`src/design/ncs_pkg.sv`:
```
// ----------------------------------------------------------------------------
// ncs_pkg: shared types and constants
// Pixel and cost widths, register indexes and the front-to-back item.
// ----------------------------------------------------------------------------
package ncs_pkg;

  localparam int MAX_COLUMNS_DEF    = 1024;
  localparam int PIXEL_BITS         = 8;
  localparam int COST_FRACTION_BITS = 14;
  localparam int COST_W             = 16;
  localparam int CFG_W              = 11;
  localparam int ROW_LIMIT          = 1024;
  localparam int ROW_W              = $clog2(ROW_LIMIT);
  localparam int MIN_SIZE           = 3;
  localparam int QUEUE_DEPTH        = 4;

  // register indexes
  localparam logic REG_COLUMNS = 1'b0;
  localparam logic REG_ROWS    = 1'b1;

  // arithmetic widths
  localparam int SW   = PIXEL_BITS + 4;       // nine-sample sum
  localparam int SQW  = 2 * PIXEL_BITS + 4;   // nine-sample sum of products
  localparam int VW   = 2 * PIXEL_BITS + 7;   // 9*Sxx - Sx*Sx
  localparam int CVW  = VW + 1;               // signed covariance
  localparam int PW   = 2 * VW;               // Vb*Vm
  localparam int TW   = COST_FRACTION_BITS + 1;
  localparam int OSW  = 2 * (TW + 1);         // (2t-1)^2
  localparam int RHW  = PW + 2 * COST_FRACTION_BITS + 2;
  localparam int PRW  = OSW + PW;

  typedef logic [PIXEL_BITS-1:0] pix_t;

  typedef struct packed {
    pix_t [8:0] b;       // 3x3 base window, index row*3+col
    pix_t [8:0] m;       // 3x3 match window
    logic       row_last;
    logic       frame_last;
  } item_t;

  typedef struct packed {
    pix_t b_top;
    pix_t b_mid;
    pix_t m_top;
    pix_t m_mid;
  } line_t;

endpackage

```
`src/design/ncs_queue.sv`:
```
// ----------------------------------------------------------------------------
// ncs_queue: window queue between front and cost unit
// Small register FIFO; room means at least two free slots.
// ----------------------------------------------------------------------------
module ncs_queue (
  input  logic            clk,
  input  logic            rst,
  input  logic            push,
  input  ncs_pkg::item_t  push_item,
  output logic            room,
  output logic            head_valid,
  output ncs_pkg::item_t  head_item,
  input  logic            pop
);

  localparam int AW = $clog2(ncs_pkg::QUEUE_DEPTH);

  ncs_pkg::item_t  slots [ncs_pkg::QUEUE_DEPTH];
  logic [AW-1:0]   wp, rp;
  logic [AW:0]     count;
  logic            do_pop;

  assign head_valid = (count != '0);
  assign head_item  = slots[rp];
  assign room       = (count <= (AW+1)'(ncs_pkg::QUEUE_DEPTH - 2));
  assign do_pop     = pop && head_valid;

  always_ff @(posedge clk) begin
    if (rst) begin
      wp    <= '0;
      rp    <= '0;
      count <= '0;
    end else begin
      if (push) begin
        wp <= wp + AW'(1);
      end
      if (do_pop) begin
        rp <= rp + AW'(1);
      end
      count <= count + (AW+1)'(push) - (AW+1)'(do_pop);
    end
  end

  always_ff @(posedge clk) begin
    if (push) begin
      slots[wp] <= push_item;
    end
  end

endmodule

```
`config.mk`:
```
export PLATFORM = sky130hd
export DESIGN_NAME = ncs_queue
export DESIGN_NICKNAME = d
export VERILOG_FILES = /design/src/design/ncs_pkg.sv /design/src/design/ncs_queue.sv
export SDC_FILE = /design/constraint.sdc
export NUM_CORES = 1
export LEC_CHECK = 0
export BUFFER_PORTS_ARGS = -buffer_cell sky130_fd_sc_hd__clkbuf_2
export CORE_MARGIN = 4
export CORE_UTILIZATION = 48
export DETAILED_ROUTE_END_ITERATION = 16
export PLACE_DENSITY = 0.72
export SYNTH_ARGS = -nofsm -noshare
export SYNTH_HDL_FRONTEND = slang
export SYNTH_SLANG_ARGS = --single-unit
export TNS_END_PERCENT = 10
```
`constraint.sdc`:
```
create_clock -name clk -period 10.9 [get_ports clk]
set_clock_uncertainty 0.2 [all_clocks]
set_input_delay 0.545 -clock clk [delete_from_list [all_inputs] [get_ports clk]]
set_output_delay 0.545 -clock clk [all_outputs]
set_load 0.01 [all_outputs]
```
# == Yosys cells after proc, flatten, opt, wreduce, memory -nomap -nowiden ==
# Memory sizes are Yosys's and may differ from the RTL's. A register that Yosys moved wholly into a read port is not among the register bits.
# Cells that the tools add are included.
# classes
addsub,4
magnitude_cmp,1
muxes,4
n_reduce_logical,2
# op_table
operator,count
$add A2 B1 Y2 const B,2
$mux W2,2
$add A3 B1 Y3,1
$le A3 B2 Y1 const B,1
$reduce_bool A3 Y1,1
$sub A3 B1 Y3,1
$mux W1,2
$logic_and A1 B1 Y1,1
# word_totals
regBits,7
ramBits,584
input_bits,150
mem_count,1
# memory_table
name,depth,word_bits,rd,rd_ports_with_merged_regs,write_ports,line,source
slots,4,146,1,1,1,ncs_queue.sv:18,ncs_pkg::item_t slots [ncs_pkg::QUEUE_DEPTH];

# == Longest topological paths before layout ==
# logic_depth
depth_word,4
depth_mapped,8

# == Worst setup path before layout ==
# OpenSTA, ideal clock, no wires.
# synth_path
path_type,register to register
from,register wp[0]
to,"memory slots[0][0] (netlist name), enable pin"
setup_ns,0.522
t_arrival_ns,3.883
required_ns,10.178
slack_ns,6.295
stages_incl_launch_ff,4
period_less_slack_ns,4.605
path_cell_list,dfxtp_1 inv_1 ha_1 and2_1
# synth_rtl
item,line,source
from (decl),ncs_queue.sv:19,"logic [AW-1:0] wp, rp;"
from (signal assigned),ncs_queue.sv:35,wp <= wp + AW'(1);
to (decl),ncs_queue.sv:18,
# No word-level cell before the write port.

==> reports/qor.yml <==
global_routing:
  antenna_found_initial: 4
  grt_max_degree: 70
  grt_overflow_total: 0
  first_global_vias: 11057
  track_usage: 0.177
  grt_pass1_wl_um: 64900
route:
  drt_first_pass_iters: 4
  num_vias: 10195
  wl_um: 42100
  wl_per_cell_um: 21.9
  via_per_inst: 5.30
  drtAntennaViolNets: 0
  drc_errors: 0
  drtIter0Drc: 819
run:
  maxCapViolCount: 0
power_and_ir_drop:
  power_frac_seq: 0.487
  p_int_uw: 4180
  peakVddDrop_mv: 0.144
  leakagePower_uw: 0.00911
  clkPwrFrac: 0.334
  power_frac_comb: 0.178
  power_switching_uw: 1310
  swShare: 0.239
  p_per_area_mw_per_mm2: 205
worst_setup_path:
  crit_path_start_kind: "flip-flop"
  r2r_cells: 4
  r2r-start: "wp[0]$_SDFFE_PP0P_"
  path_class: "flip-flop to output pin"
  cp_max_fo: 48
  end_kind: "output pin"
  critical_path_arrival_ns: 3.60
  critPathRequiredTime_ns: 10.16
synth:
  synth_compound_area_frac: 0.00122
  yosys.area_share.simple: 0.00332
  netlist_instances: 810
  synth.net_count: 968
  ys_seq_area_frac: 0.824
  synthMuxAreaShare: 0.155
  synth_warnings: 0
  ys_types: 20
  ys_seq_elements: 593
  synth_fa_ha_area_frac: 0.00500
  syn_area_sq_mm: 0.0215
  syn_avg_cell_area_sq_um: 26.6
  synth_xor_area_frac: 0.000814
  synth_top_family_by_area: "multiplexers"
outcome:
  status: "complete, no violations"
placement:
  dp_hpwl_um: 24100
  place_inst: 1679
  io_buffers: 297
  place.gp.congestion: 0.730
clock_tree:
  cts_inserted_buffers: 56
  tritoncts: "built"
  clockBufferDepth: 3
  insertion_delay_ns: 0.58
  post_cts_buffers: 0
  clk_pin_slew_ns: 0.06
  htreeDepth: 2
  cts-root-buf: "clkbuf_16"
  cts.sinks: 593
sta:
  finalSetupViolCount: 0
  worstMarginPinSlew_ns: 1.06
  grt_setup_unrepaired: "false"
  tns_ns: 0
  layout_min_cycle_time_ns: 4.35
  hold_viol: 0
  period_share: 0.399
  max_slew_margin: 0.291
  fmax_mhz: 230
  final_max_slew_viol_count: 0
worst_hold_path:
  hp-start: "rst"
  min_path_type: "input port to flip-flop"
  whs_path_depth: 2
finish:
  final_common_cell: "edfxtp_1"
  nNetsFinal: 1449
  layout_common_cells: "584 x edfxtp_1, 297 x clkbuf_2, 146 x mux4_2, 146 x dlygate4sd3_1, 57 x clkbuf_16"
  area_growth_syn_to_layout_pct: 24.7
  drive_above_1_share: 0.405
  fin_cells: 1922
die:
  io_pins: 298
  start_util: 0.486
  rows: 77
  chipWidth_um: 220
  core_area_sq_mm: 0.0442
  die_area_sq_mm: 0.0483
  dieHeight_um: 220
## area by class of cell
type | instances | area (sq um)
timing repair buffer | 456 | 3050
clock inverter | 23 | 233
clock buffer | 72 | 1480
fill | 2985 | 17400
multi-input combinational | 177 | 3560
antenna | 2 | 5.00
sequential | 593 | 17700
tap | 592 | 741
inverter | 7 | 26.3
## cells by family (layout without fill, tap and decap cells)
group	count (synthesis)	in the layout
xor+xnor	2	2
flops	593	593
mux	150	150
other cells	0	2
fa+ha+maj	8	8
buf+inv	40	558
simple gates	14	14
compound gates	3	3
## metrics by stage
step           area, sq um  power (uW)  utilization  hold slack (ns)  worst slack (ns)
3_5_place_dp         23600        3680        0.535            0.358              6.99
3_3_place_gp         23600        3660        0.535            0.333              7.01
6_report             26800        5490        0.607           0.0585              6.55
2_1_floorplan        21500        3340            -            0.314              6.29
4_1_cts              26800        5560        0.606           0.0159              6.34
5_1_grt              26800        5730        0.607           0.0554              6.13
## power by group through the flow
| stage | clock (uW) | sequential (uW) | combinational [uW] |
|---|---|---|---|
| floorplan | 0 | 2710 | 638 |
| global route | 1980 | 2680 | 1060 |
| detailed placement | 0 | 2720 | 953 |
| global placement | 0 | 2720 | 942 |
| finish | 1830 | 2670 | 978 |
| CTS | 1880 | 2680 | 1000 |
## sequential cells by signal, summed over array words and instances (netlist names), named ones only
signal  cells
count       3
rp          2
slots     584
wp          2
## worst paths after layout
path,slack (ns),to
max,6.55,head_item[66]
min,0.06,count[0]$_SDFF_PP0_
max reg2reg,8.22,slots[0][91]$_DFFE_PP_
min reg2reg,0.37,wp[1]$_SDFFE_PP0P_
## critical path, cell delays in order (launching register included)
cell and delay [ns]:
dfxtp_4 0.58, buf_4 0.82, buf_4 0.79, mux4_2 0.61
clkbuf_2 0.15
## repair_timing
| item | CTS | global route |
|---|---|---|
| hold endpoints to repair | 584 | 0 |
| hold buffers | 146 | 0 |
| resized for setup | 0 | 0 |
## routing by layer
layer	GRT usage	vias to the layer above	wire length (um)
met5	0	-	25
met3	0.0552	60	3560
li1	-	4465	-
met1	0.232	5286	16700
met4	0.0486	4	832
met2	0.291	380	21000
## Yosys cell counts
cell | n | area share
edfxtp_1 | 584 | 0.82
mux4_2 | 146 | 0.15
buf_2 | 15 | 0.0035
buf_4 | 11 | 0.0038
dfxtp_1 | 9 | 0.0084
ha_1 | 7 | 0.0041
inv_1 | 7 | 0.0012
nor2_1 | 6 | 0.0010
and2_1 | 4 | 0.0012
buf_6 | 4 | 0.0021
clkbuf_1 | 3 | 0.00052
mux2_2 | 3 | 0.0016
nor2b_1 | 3 | 0.00087
xnor2_1 | 2 | 0.00081
a31o_2 | 1 | 0.00041
fa_1 | 1 | 0.00093
mux2i_1 | 1 | 0.00047
nand3_1 | 1 | 0.00023
o311ai_0 | 1 | 0.00041
o31a_1 | 1 | 0.00041
Power figures use the tool's default switching activity.
